[config.mk]
export PLATFORM = sky130hd
export DESIGN_NAME = imu_tilt_filter
export DESIGN_NICKNAME = d
export VERILOG_FILES = /design/src/hw/rtl/itf_pkg.sv /design/src/hw/rtl/imu_tilt_filter.sv /design/src/hw/rtl/itf_isqrt.sv /design/src/hw/rtl/itf_cordic.sv
export SDC_FILE = /design/constraint.sdc
export NUM_CORES = 2
export LEC_CHECK = 0
export ABC_AREA = 1
export BUFFER_PORTS_ARGS = -buffer_cell sky130_fd_sc_hd__buf_4
export CORE_MARGIN = 2
export CORE_UTILIZATION = 60
export CTS_BUF_LIST = sky130_fd_sc_hd__clkbuf_16
export DETAILED_ROUTE_END_ITERATION = 7
export GPL_TIMING_DRIVEN = 1
export PLACE_DENSITY_LB_ADDON = 0.15
export SYNTH_ARGS = -nofsm -noshare
export SYNTH_HDL_FRONTEND = slang
export SYNTH_SLANG_ARGS = --single-unit
[constraint.sdc]
create_clock -name clk -period 9.5 [get_ports clk]
set_input_delay 1.425 -clock clk [delete_from_list [all_inputs] [get_ports clk]]
set_output_delay 1.425 -clock clk [all_outputs]
set_load 0.005 [all_outputs]
[src/hw/rtl/itf_pkg.sv]
// itf_pkg: shared constants, register codes and helpers for the IMU tilt filter.
// Used by itf_cordic and imu_tilt_filter; no dependencies.
package itf_pkg;

  localparam int SAMPLE_WIDTH_DEF = 16;
  localparam int CORDIC_STEPS_DEF = 16;
  localparam int ATAN_ENTRIES     = 24;
  localparam int STEP_IDX_W       = 5;
  localparam int ANGLE_W          = 16;
  localparam int COEFF_W          = 16;
  localparam int Z_W              = 34;
  localparam int CFG_IDX_W        = 2;

  localparam logic [CFG_IDX_W-1:0] REG_FILTER_COEFF = 2'd0;
  localparam logic [CFG_IDX_W-1:0] REG_ROLL_OFFSET  = 2'd1;

  localparam logic [COEFF_W-1:0] COEFF_RESET = 16'd62259;

  // pi/180/131 scaled to Q4.12 output, in Q0.20
  localparam logic signed [20:0] RATE_GAIN = 21'sd572224;

  // atan(2^-i) in Q2.30, rounded
  function automatic logic [31:0] atan_q30(input logic [STEP_IDX_W-1:0] i);
    logic [31:0] r;
    case (i)
      5'd0:  r = 32'd843314857;
      5'd1:  r = 32'd497837829;
      5'd2:  r = 32'd263043837;
      5'd3:  r = 32'd133525159;
      5'd4:  r = 32'd67021686;
      5'd5:  r = 32'd33543516;
      5'd6:  r = 32'd16775851;
      5'd7:  r = 32'd8388437;
      5'd8:  r = 32'd4194283;
      5'd9:  r = 32'd2097149;
      5'd10: r = 32'd1048576;
      5'd11: r = 32'd524288;
      5'd12: r = 32'd262144;
      5'd13: r = 32'd131072;
      5'd14: r = 32'd65536;
      5'd15: r = 32'd32768;
      5'd16: r = 32'd16384;
      5'd17: r = 32'd8192;
      5'd18: r = 32'd4096;
      5'd19: r = 32'd2048;
      5'd20: r = 32'd1024;
      5'd21: r = 32'd512;
      5'd22: r = 32'd256;
      5'd23: r = 32'd128;
      default: r = 32'd0;
    endcase
    return r;
  endfunction

  function automatic logic signed [ANGLE_W-1:0] sat16(input logic signed [63:0] v);
    logic signed [ANGLE_W-1:0] r;
    if (v > 64'sd32767) r = 16'sd32767;
    else if (v < -64'sd32768) r = -16'sd32768;
    else r = v[ANGLE_W-1:0];
    return r;
  endfunction

endpackage

[src/hw/rtl/imu_tilt_filter.sv]
// imu_tilt_filter: pitch/roll from one accelerometer sample, filtered roll and rate.
// Depends on itf_pkg, itf_isqrt and itf_cordic.
//
// Input channel: in_valid/in_stall with accel_x, accel_y, accel_z, gyro_y. A transfer
// happens when in_valid is high and in_stall is low. in_stall stays high from the
// transfer until the result has been moved into the output register.
// Output channel: out_valid/out_stall with pitch_angle, roll_angle, roll_smoothed,
// body_rate and rate_highpassed. A result holds while out_stall is high; the block
// takes the next sample as soon as that result sits in the output register.
// Each sample goes through seven products on one shared multiplier, then the
// bit-serial square root and the iterative CORDIC, each run twice (pitch, then roll).
// Configuration: cfg_valid/cfg_ready, always ready; index 0 is filter_coeff,
// index 1 is roll_offset, other indexes are dropped. Write only while idle.
// Reset clears the filter history, loads filter_coeff with 0.95 and roll_offset
// with zero, and empties the output register.
module imu_tilt_filter #(
  parameter int SAMPLE_WIDTH = itf_pkg::SAMPLE_WIDTH_DEF,
  parameter int CORDIC_STEPS = itf_pkg::CORDIC_STEPS_DEF
) (
  input  logic                                clk,
  input  logic                                rst,
  input  logic                                in_valid,
  output logic                                in_stall,
  input  logic signed [SAMPLE_WIDTH-1:0]      accel_x,
  input  logic signed [SAMPLE_WIDTH-1:0]      accel_y,
  input  logic signed [SAMPLE_WIDTH-1:0]      accel_z,
  input  logic signed [SAMPLE_WIDTH-1:0]      gyro_y,
  output logic                                out_valid,
  input  logic                                out_stall,
  output logic signed [itf_pkg::ANGLE_W-1:0]  pitch_angle,
  output logic signed [itf_pkg::ANGLE_W-1:0]  roll_angle,
  output logic signed [itf_pkg::ANGLE_W-1:0]  roll_smoothed,
  output logic signed [itf_pkg::ANGLE_W-1:0]  body_rate,
  output logic signed [itf_pkg::ANGLE_W-1:0]  rate_highpassed,
  input  logic                                cfg_valid,
  output logic                                cfg_ready,
  input  logic [itf_pkg::CFG_IDX_W-1:0]       cfg_index,
  input  logic [itf_pkg::COEFF_W-1:0]         cfg_data
);
  localparam int SW = SAMPLE_WIDTH;
  localparam int MW = (SW > 21) ? SW : 21;
  localparam int PW = 2 * MW;
  localparam int HW = PW + 2;
  localparam int AW = itf_pkg::ANGLE_W;

  localparam logic [2:0] OP_SQ_X  = 3'd0;
  localparam logic [2:0] OP_SQ_Y  = 3'd1;
  localparam logic [2:0] OP_SQ_Z  = 3'd2;
  localparam logic [2:0] OP_LP_A  = 3'd3;
  localparam logic [2:0] OP_LP_B  = 3'd4;
  localparam logic [2:0] OP_RATE  = 3'd5;
  localparam logic [2:0] OP_HP    = 3'd6;
  localparam logic [2:0] OP_NONE  = 3'd7;

  typedef enum logic [2:0] {
    ST_IDLE, ST_MUL, ST_POST1, ST_POST2, ST_SQRT, ST_CORD, ST_DONE
  } state_t;

  state_t state;

  logic [itf_pkg::COEFF_W-1:0] coeff;
  logic signed [AW-1:0]        roll_offset;
  logic signed [AW-1:0]        last_roll;
  logic signed [AW-1:0]        lowpass_out;
  logic signed [AW-1:0]        last_rate;
  logic signed [AW-1:0]        highpass_out;

  logic signed [SW-1:0] ax, ay, az, gy;
  logic [2:0]           mul_idx;
  logic [2:0]           mul_dst;
  logic signed [PW-1:0] mul_p;
  logic [2*SW-1:0]      sq_x, sq_y, sq_z;
  logic signed [PW-1:0] p_lr, p_lp, p_rate, p_hp;
  logic signed [AW-1:0] rate_r, smooth_r, hp_r, pitch_r, roll_r;
  logic                 phase;

  logic signed [MW-1:0] op_a, op_b;
  logic signed [HW-1:0] smooth_sum, rate_sum, hp_sum;
  logic signed [AW:0]   rate_diff;
  logic signed [AW:0]   roll_diff;

  logic                 sqrt_start, sqrt_done;
  logic [2*SW-1:0]      sqrt_in;
  logic [SW-1:0]        sqrt_root;
  logic                 cordic_start, cordic_done;
  logic signed [SW:0]   cordic_num;
  logic signed [AW-1:0] cordic_angle;

  // shared multiplier operand select
  always_comb begin
    case (mul_idx)
      OP_SQ_X: begin op_a = MW'(ax); op_b = MW'(ax); end
      OP_SQ_Y: begin op_a = MW'(ay); op_b = MW'(ay); end
      OP_SQ_Z: begin op_a = MW'(az); op_b = MW'(az); end
      OP_LP_A: begin
        op_a = MW'(signed'({1'b0, 17'(17'h10000 - {1'b0, coeff})}));
        op_b = MW'(last_roll);
      end
      OP_LP_B: begin op_a = MW'(signed'({1'b0, coeff})); op_b = MW'(lowpass_out); end
      OP_RATE: begin op_a = MW'(gy); op_b = MW'(itf_pkg::RATE_GAIN); end
      OP_HP:   begin op_a = MW'(signed'({1'b0, coeff})); op_b = MW'(highpass_out); end
      default: begin op_a = '0; op_b = '0; end
    endcase
  end

  assign smooth_sum = (HW'(p_lr) + HW'(p_lp) + HW'(32768)) >>> 16;
  assign rate_sum   = (HW'(p_rate) + HW'(524288)) >>> 20;
  assign rate_diff  = (AW+1)'(rate_r) - (AW+1)'(last_rate);
  assign hp_sum     = (HW'(p_hp) + (HW'(rate_diff) <<< 16) + HW'(32768)) >>> 16;
  assign roll_diff  = (AW+1)'(cordic_angle) - (AW+1)'(roll_offset);

  assign sqrt_start   = (state == ST_POST2) || ((state == ST_CORD) && cordic_done && !phase);
  assign sqrt_in      = (phase || state == ST_CORD) ? sq_y + sq_z : sq_x + sq_z;
  assign cordic_start = (state == ST_SQRT) && sqrt_done;
  assign cordic_num   = phase ? -((SW+1)'(ax)) : (SW+1)'(ay);

  assign in_stall  = (state != ST_IDLE);
  assign cfg_ready = 1'b1;

  itf_isqrt #(.SW(SW)) u_isqrt (
    .clk      (clk),
    .rst      (rst),
    .start    (sqrt_start),
    .radicand (sqrt_in),
    .done     (sqrt_done),
    .root     (sqrt_root)
  );

  itf_cordic #(.SW(SW), .STEPS(CORDIC_STEPS)) u_cordic (
    .clk   (clk),
    .rst   (rst),
    .start (cordic_start),
    .num   (cordic_num),
    .den   (sqrt_root),
    .done  (cordic_done),
    .angle (cordic_angle)
  );

  always_ff @(posedge clk) begin
    if (rst) begin
      state        <= ST_IDLE;
      out_valid    <= 1'b0;
      coeff        <= itf_pkg::COEFF_RESET;
      roll_offset  <= '0;
      last_roll    <= '0;
      lowpass_out  <= '0;
      last_rate    <= '0;
      highpass_out <= '0;
      mul_idx      <= OP_SQ_X;
      mul_dst      <= OP_NONE;
      phase        <= 1'b0;
    end else begin
      if (out_valid && !out_stall && state != ST_DONE) out_valid <= 1'b0;

      if (cfg_valid) begin
        case (cfg_index)
          itf_pkg::REG_FILTER_COEFF: coeff <= cfg_data;
          itf_pkg::REG_ROLL_OFFSET:  roll_offset <= signed'(cfg_data);
          default: ;
        endcase
      end

      case (state)
        ST_IDLE: begin
          if (in_valid) begin
            ax      <= accel_x;
            ay      <= accel_y;
            az      <= accel_z;
            gy      <= gyro_y;
            mul_idx <= OP_SQ_X;
            mul_dst <= OP_NONE;
            phase   <= 1'b0;
            state   <= ST_MUL;
          end
        end
        ST_MUL: begin
          mul_p   <= op_a * op_b;
          mul_dst <= mul_idx;
          mul_idx <= mul_idx + 1'b1;
          // store the product issued last cycle
          case (mul_dst)
            OP_SQ_X: sq_x   <= mul_p[2*SW-1:0];
            OP_SQ_Y: sq_y   <= mul_p[2*SW-1:0];
            OP_SQ_Z: sq_z   <= mul_p[2*SW-1:0];
            OP_LP_A: p_lr   <= mul_p;
            OP_LP_B: p_lp   <= mul_p;
            OP_RATE: p_rate <= mul_p;
            OP_HP:   p_hp   <= mul_p;
            default: ;
          endcase
          if (mul_idx == OP_NONE) state <= ST_POST1;
        end
        ST_POST1: begin
          rate_r      <= itf_pkg::sat16(64'(rate_sum));
          smooth_r    <= itf_pkg::sat16(64'(smooth_sum));
          lowpass_out <= itf_pkg::sat16(64'(smooth_sum));
          state       <= ST_POST2;
        end
        ST_POST2: begin
          hp_r         <= itf_pkg::sat16(64'(hp_sum));
          highpass_out <= itf_pkg::sat16(64'(hp_sum));
          last_rate    <= rate_r;
          state        <= ST_SQRT;
        end
        ST_SQRT: begin
          if (sqrt_done) state <= ST_CORD;
        end
        ST_CORD: begin
          if (cordic_done) begin
            if (!phase) begin
              pitch_r <= cordic_angle;
              phase   <= 1'b1;
              state   <= ST_SQRT;
            end else begin
              roll_r <= itf_pkg::sat16(64'(roll_diff));
              state  <= ST_DONE;
            end
          end
        end
        ST_DONE: begin
          if (!out_valid || !out_stall) begin
            pitch_angle     <= pitch_r;
            roll_angle      <= roll_r;
            roll_smoothed   <= smooth_r;
            body_rate       <= rate_r;
            rate_highpassed <= hp_r;
            out_valid       <= 1'b1;
            last_roll       <= roll_r;
            state           <= ST_IDLE;
          end
        end
        default: state <= ST_IDLE;
      endcase
    end
  end

  a_accept_starts: assert property (@(posedge clk) disable iff (rst)
    (in_valid && !in_stall) |=> (state == ST_MUL))
    else $error("accepted sample did not start the multiply phase");

  a_result_from_done: assert property (@(posedge clk) disable iff (rst)
    $rose(out_valid) |-> $past(state == ST_DONE))
    else $error("result appeared outside the completion state");

  a_sqrt_in_phase: assert property (@(posedge clk) disable iff (rst)
    sqrt_done |-> (state == ST_SQRT))
    else $error("square root finished outside its wait state");

  a_cordic_in_phase: assert property (@(posedge clk) disable iff (rst)
    cordic_done |-> (state == ST_CORD))
    else $error("CORDIC finished outside its wait state");

endmodule

[src/hw/rtl/itf_isqrt.sv]
// itf_isqrt: iterative floor square root, one result bit per cycle.
// Depends on nothing; instantiated by imu_tilt_filter.
module itf_isqrt #(
  parameter int SW = 16
) (
  input  logic            clk,
  input  logic            rst,
  input  logic            start,
  input  logic [2*SW-1:0] radicand,
  output logic            done,
  output logic [SW-1:0]   root
);
  localparam int CNT_W = $clog2(SW + 1);

  logic [2*SW-1:0] val;
  logic [SW+1:0]   rem;
  logic [CNT_W-1:0] cnt;
  logic            run;

  logic [SW+1:0] rem_sh;
  logic [SW+1:0] trial;
  logic          fits;

  assign rem_sh = {rem[SW-1:0], val[2*SW-1 -: 2]};
  assign trial  = {root, 2'b01};
  assign fits   = rem_sh >= trial;

  always_ff @(posedge clk) begin
    if (rst) begin
      run  <= 1'b0;
      done <= 1'b0;
    end else begin
      done <= 1'b0;
      if (start) begin
        val  <= radicand;
        rem  <= '0;
        root <= '0;
        cnt  <= '0;
        run  <= 1'b1;
      end else if (run) begin
        val  <= {val[2*SW-3:0], 2'b00};
        rem  <= fits ? rem_sh - trial : rem_sh;
        root <= {root[SW-2:0], fits};
        cnt  <= cnt + 1'b1;
        if (cnt == CNT_W'(SW - 1)) begin
          run  <= 1'b0;
          done <= 1'b1;
        end
      end
    end
  end

endmodule

[src/hw/rtl/itf_cordic.sv]
// itf_cordic: iterative vectoring CORDIC, atan2(num, den) in Q3.13 radians.
// Depends on itf_pkg for the arctangent table and saturation.
module itf_cordic #(
  parameter int SW    = 16,
  parameter int STEPS = 16
) (
  input  logic                                  clk,
  input  logic                                  rst,
  input  logic                                  start,
  input  logic signed [SW:0]                    num,
  input  logic [SW-1:0]                         den,
  output logic                                  done,
  output logic signed [itf_pkg::ANGLE_W-1:0]    angle
);
  localparam int NSTEPS = (STEPS > itf_pkg::ATAN_ENTRIES) ? itf_pkg::ATAN_ENTRIES :
                          (STEPS < 1) ? 1 : STEPS;
  localparam int CW = SW + 17;

  logic signed [CW-1:0]            x;
  logic signed [CW-1:0]            y;
  logic signed [itf_pkg::Z_W-1:0]  z;
  logic [itf_pkg::STEP_IDX_W-1:0]  step;
  logic                            run;
  logic                            zero;

  logic signed [CW-1:0]           x_sh;
  logic signed [CW-1:0]           y_sh;
  logic signed [itf_pkg::Z_W-1:0] rot;
  logic signed [itf_pkg::Z_W-1:0] z_rnd;

  assign x_sh  = x >>> step;
  assign y_sh  = y >>> step;
  assign rot   = signed'({2'b00, itf_pkg::atan_q30(step)});
  assign z_rnd = (z + itf_pkg::Z_W'(65536)) >>> 17;
  assign angle = zero ? '0 : itf_pkg::sat16(64'(z_rnd));

  always_ff @(posedge clk) begin
    if (rst) begin
      run  <= 1'b0;
      done <= 1'b0;
    end else begin
      done <= 1'b0;
      if (start) begin
        x    <= CW'(signed'({1'b0, den})) <<< 14;
        y    <= CW'(num) <<< 14;
        z    <= '0;
        step <= '0;
        zero <= (num == '0) && (den == '0);
        run  <= 1'b1;
      end else if (run) begin
        // rotate toward the x axis
        if (y >= 0) begin
          x <= x + y_sh;
          y <= y - x_sh;
          z <= z + rot;
        end else begin
          x <= x - y_sh;
          y <= y + x_sh;
          z <= z - rot;
        end
        step <= step + 1'b1;
        if (step == itf_pkg::STEP_IDX_W'(NSTEPS - 1)) begin
          run  <= 1'b0;
          done <= 1'b1;
        end
      end
    end
  end

endmodule

# ---- After elaboration in Yosys (flattened, before gate mapping)
# Memories as Yosys holds them, arrays and structs flattened. A register that Yosys moved wholly into a read port is not among the register bits.
# Cells that the tools add are included.
dict set report word_totals {
  n_memories 1
  output_inout_bits 83
  mem_bits_ro 960
  inputBits 87
  ff_bits 816
}
# name depth word_bits rd rd_ports_with_merged_regs wr line
set mem_list {}
lappend mem_list {{(name not given)} 32 30 1 1 0 itf_pkg.sv:25} ;# case (i)
dict set report classes {
  magnitude_cmp 12
  bitwise_logic 4
  n_eq_ne 28
  n_addsub 22
  mux 55
  n_shift 2
  n_mul 1
  n_reduce_logical 49
}
# op n
set ops {}
lappend ops {{2-to-1 mux 16 bit} 12}
lappend ops {{2-to-1 mux 33 bit} 5}
lappend ops {{one-hot mux 21 bit (7 select lines)} 1}
lappend ops {{one-hot mux 21 bit (6 select lines)} 1}
lappend ops {{2-to-1 mux 32 bit} 3}
lappend ops {{adder 43 x 17 -> 44 bit, second input constant} 2}
lappend ops {{2-to-1 mux 34 bit} 2}
lappend ops {{adder 33 bit} 2}
lappend ops {{>>> shifter 33 x 5 -> 33 bit} 2}
lappend ops {{subtractor 33 bit} 2}
lappend ops {{adder 32 bit} 2}
lappend ops {{> comparator 28 x 16 -> 1 bit, second input constant} 2}
lappend ops {{less-than comparator 28 x 16 -> 1 bit, second input constant} 2}
lappend ops {{adder 42 x 21 -> 43 bit, second input constant} 1}
lappend ops {{adder 42 x 33 -> 43 bit} 1}
lappend ops {{adder 42 x 42 -> 43 bit} 1}
lappend ops {{multiplier 21 x 21 -> 42 bit} 1}
lappend ops {{adder 34 x 18 -> 34 bit, second input constant} 1}
lappend ops {{adder 34 x 33 -> 34 bit} 1}
lappend ops {{> comparator 17 x 16 -> 1 bit, second input constant} 2}
lappend ops {{less-than comparator 17 x 16 -> 1 bit, second input constant} 2}
lappend ops {{subtractor 16 x 16 -> 17 bit} 2}
lappend ops {{subtractor 34 x 33 -> 34 bit} 1}
lappend ops {{greater-or-equal comparator 33 x 1 -> 1 bit, second input constant} 1}
lappend ops {{other kinds (41)} 121}

# ---- Logic depth before layout (Yosys ltp)
dict set report logic_depth {
  depth_word 8
  depth_mapped 44
  ltp_nobuf 44
}

# ---- By module
# A second synthesis with hierarchy kept.
dict set report unflattened {
  cells_unflattened 8210
  hier_area_um2 66602.6
}
# mod instances area_per_inst_um2 cells_per_inst
set modules_own_cells {}
lappend modules_own_cells {imu_tilt_filter 1 45344.7 4940}
lappend modules_own_cells {itf_cordic 1 17022.6 2749}
lappend modules_own_cells {itf_isqrt 1 4235.3 521}

# ---- Least setup slack after synthesis
# OpenSTA, ideal clock, no wires.
dict set report synth_path {
  path_type {flip-flop to flip-flop}
  startpoint {register mul_idx[2]}
  endpoint {register mul_p[39], data pin}
  slack_ps 1301
  n_path_buf 4
  arrival_time_ps 7940
  setup_ps 259
  t_required_ps 9241
  stages_incl_launch_ff 33
  path_cell_list {dfxtp_1 > clkbuf_2 > inv_1 > ha_1 > clkbuf_1 > inv_1 > clkbuf_1 > o22ai_1 > nor4_1 > clkbuf_1 > nor2_1 > fa_1 > fa_1 > inv_1 > fa_1 > fa_1 > inv_1 > fa_1 > fa_1 > inv_1 > fa_1 > inv_1 > ha_1 > nand2_1 > nor2_1 > inv_1 > nor2_1 > inv_1 > nor4_1 > nand3_1 > nand3_1 > a31oi_1 > xnor2_1}
}
dict set report synth_between {
  elab_chain_cells 4
  word_cells_on_any_way 11
  classes_between {mul (1); eq/ne (6); mux (2); reduce/logical (2)}
}
# element line
set synth_rtl {}
lappend synth_rtl {{from (decl)} imu_tilt_filter.sv:69} ;# logic [2:0] mul_idx;
lappend synth_rtl {{from (signal assigned)} imu_tilt_filter.sv:179} ;# mul_idx <= mul_idx + 1'b1;
lappend synth_rtl {{equality test 3 bit} imu_tilt_filter.sv:91} ;# case (mul_idx)
lappend synth_rtl {{OR reduction 2 bit (no source line)} --}
lappend synth_rtl {{one-hot mux 21 bit (6 select lines)} imu_tilt_filter.sv:91}
lappend synth_rtl {{multiplier 21 x 21 -> 42 bit (*)} imu_tilt_filter.sv:177} ;# mul_p <= op_a * op_b;
lappend synth_rtl {{to (signal assigned)} imu_tilt_filter.sv:177}
lappend synth_rtl {{to (decl)} imu_tilt_filter.sv:71} ;# logic signed [PW-1:0] mul_p;
# Mark *: on every way between the ends. The rest lies on a longest branch, timed or not.
# A chain may end at the register's enable or synchronous reset.

# ---- Worst setup path after layout
dict set report layout_path {
  startpoint {register mul_idx[0]}
  endpoint {register mul_p[40], data pin}
}
# The elaborated chain is that of the path after synthesis.

==> results.yml <==
outcome:
  status: "finished clean"
global_route:
  grt_pass1_wl_um: 309000
  grt_max_degree: 81
  grt_pass1_vias: 54200
  grt_overflow: 0
  antenna_found_initial: 7
  grt_use_total: 0.357
die:
  ioPinCount: 170
  num_rows: 122
  dieWidth_um: 337
  core_mm2: 0.110
  die_h_um: 337
  start_util: 0.603
  dieArea_mm2: 0.113
logic_synthesis:
  synthTopCellsByArea: "edfxtp_1, fa_1, nand2_1"
  synth_most_common_cell: "nand2_1"
  synth_top_cell_by_area: "edfxtp_1"
  synth_nets: 9031
  synth_ff_type: "edfxtp_1"
  synth_top_area_frac: 0.303
  ys_seq_area_frac: 0.346
  async_flop_share: 0
  synthDistinctLibCells: 74
  synth.top_cells.by_count: "nand2_1, inv_1, edfxtp_1"
  syn_area_per_cell_um2: 8.20
  synth-edff-count: 671
  yosysWarnings: 0
  synth-seq-cells: 812
  synth.cell_area_mm2: 0.0665
  synth_cells: 8104
timing:
  rsz0062_at_grt: "false"
  report.final.hold_viol_count: 0
  relSlewSlack: 0.114
  finClkSkew_ps: 55.3
  max_freq_mhz: 110
  fin_tns_setup_ps: 0
  period_minus_slack_ps: 9130
  worst_slew_pin_slew_ps: 1320
  setup_violations: 0
  fin_ws_ps: 369
  slew_violations: 0
  fin_crit_sh: 0.961
placement:
  pre_cts_ws_ps: 598
  routabilityCongestion: 1.01
  hpwl_um: 163000
  port_buffers: 168
clock_network:
  cts_root_buf: "clkbuf_16"
  cts.path.max_buffers: 3
  clk_latency_ps: 690
  clk_pin_slew_ps: 60
  clkSinkCount: 812
  htree_num_levels: 3
  cts_tree: "built"
  postCtsHoldBufs: 0
  cts-buffers-inserted: 88
worst_setup_path:
  crit_path_max_fanout: 15
  arrival_ps: 9540
  path_class: "reg -> reg"
  cp-end-kind: "flop"
  required_ps: 9910
  reg2regPathDepth: 27
  critPathLaunchType: "flop"
job:
  maxCapViolations: 0
route:
  drtIter0Drc: 6151
  post-route-drc-count: 0
  detail-route-antenna-nets: 0
  routedWlPerCell_um: 20.7
  drt-total-wl_um: 203000
  dr_total_vias: 56600
  dr.pass1.iters: 6
  vias_per_cell: 5.77
final_layout:
  area_growth_pct: 8.70
  drive_gt1_frac: 0.0708
  nNetsFinal: 9164
hold_path:
  whs_path_depth: 0
  hold_path.class: "reg -> reg"
==> final timing paths <==
kind              slack [ps]          endpoint         from
hold / removal           390  roll_smoothed[5]  smooth_r[5]
hold reg to reg          390  roll_smoothed[5]  smooth_r[5]
setup / recovery         370         mul_p[40]   mul_idx[0]
setup reg to reg         370         mul_p[40]   mul_idx[0]
==> placed cells by master, fill, tap and decap left out, types with 12 or more instances in the layout <==
cell          n
o22ai_1      27
o31ai_1      17
nor3_1       72
nand2_1    1836
ha_1        427
clkbuf_16    90
fa_1        412
o21a_1       32
nand2_2      40
a21boi_0     13
inv_1      1380
nand3_1     518
edfxtp_1    671
a21o_1       21
nor4_1       29
xor2_1      156
o21ai_1      56
a21oi_1     477
nor2_2       23
clkinv_1     29
or2_2        36
xnor2_1      99
o21ai_0     383
nor2_1      623
buf_4       250
a31oi_1      60
o211ai_1     37
nand3_2      14
nand4_1      75
nand3b_1     27
mux2_2       31
dfxtp_1     141
clkinv_2     14
o21bai_1     27
inv_2        12
a221oi_1     15
==> kinds of logic (layout without fill, tap and decap cells) <==
logic type               after synthesis  after routing  share of synthesized area
buffers and inverters               1595           1800                     0.0931
other                                  1              5                  0.0000564
AND/OR/NAND/NOR                     3343           3343                      0.214
adder cells (fa/ha/maj)              840            840                      0.205
XOR/XNOR                             255            255                     0.0336
multiplexers                          32             32                    0.00540
flip-flops                           812            812                      0.346
AO/OA/AOI/OAI                       1226           1226                      0.104
==> flip-flops by register name (all words and copies together), names as in the netlist, 33 cells and up <==
name,count
mul_p,42
u_cordic.y,33
u_cordic.x,33
p_lr,42
u_cordic.z,34
p_lp,42
==> final cells by class <==
type | instances | area [µm²]
Clock inverter | 72 | 607
Tap cell | 1488 | 1860
Antenna cell | 4 | 10.0
Inverter | 1387 | 5230
Clock buffer | 90 | 2250
Timing Repair Buffer | 251 | 1900
Fill cell | 9472 | 38000
Sequential cell | 812 | 23000
Multi-Input combinational cell | 5697 | 37400
==> through the flow <==
stage	area (µm²)	hold slack, ps	util	cells
6_report	72200	393	0.655	9801
5_1_grt	72200	391	0.655	9797
4_1_cts	72200	387	0.655	9796
3_5_place_dp	69300	405	0.629	9634
3_3_place_gp	69300	403	0.629	9634
2_1_floorplan	66500	400	-	8104
==> worst max-delay path, cell delays in order, from the launching register on <==
cell and delay (ps):
dfxtp_1 400, inv_1 120, ha_1 250, nand2_1 380, o22ai_1 240, nor3_1 1040
inv_1 240, nand2_1 230, fa_1 450, inv_1 290, fa_1 560, inv_1 200
fa_1 480, fa_1 550, fa_1 540, fa_1 580, inv_1 70, fa_1 460
ha_1 420, nand2_1 110, nor2_1 140, inv_1 80, nor4_1 460, o21ai_0 180
nand3_1 160, nand3_1 80, nand2_1 90, xor2_1 70
==> metal layers <==
layer  track usage  vias to the layer above  part of all wire
li1              -                    26700                 -
met1         0.495                    26900              0.42
met5             0                        -          0.000079
met2         0.559                     2496              0.45
met4         0.143                        2             0.045
met3        0.0604                      457             0.089
==> what timing repair did <==
item	in CTS	in global routing
resized for setup	0	5
setup buffers	0	1
setup endpoints to repair	0	4
Power is left out: the tool's default activity adds up to more than one toggle a clock period on the data nets, which glitch-free logic cannot reach.
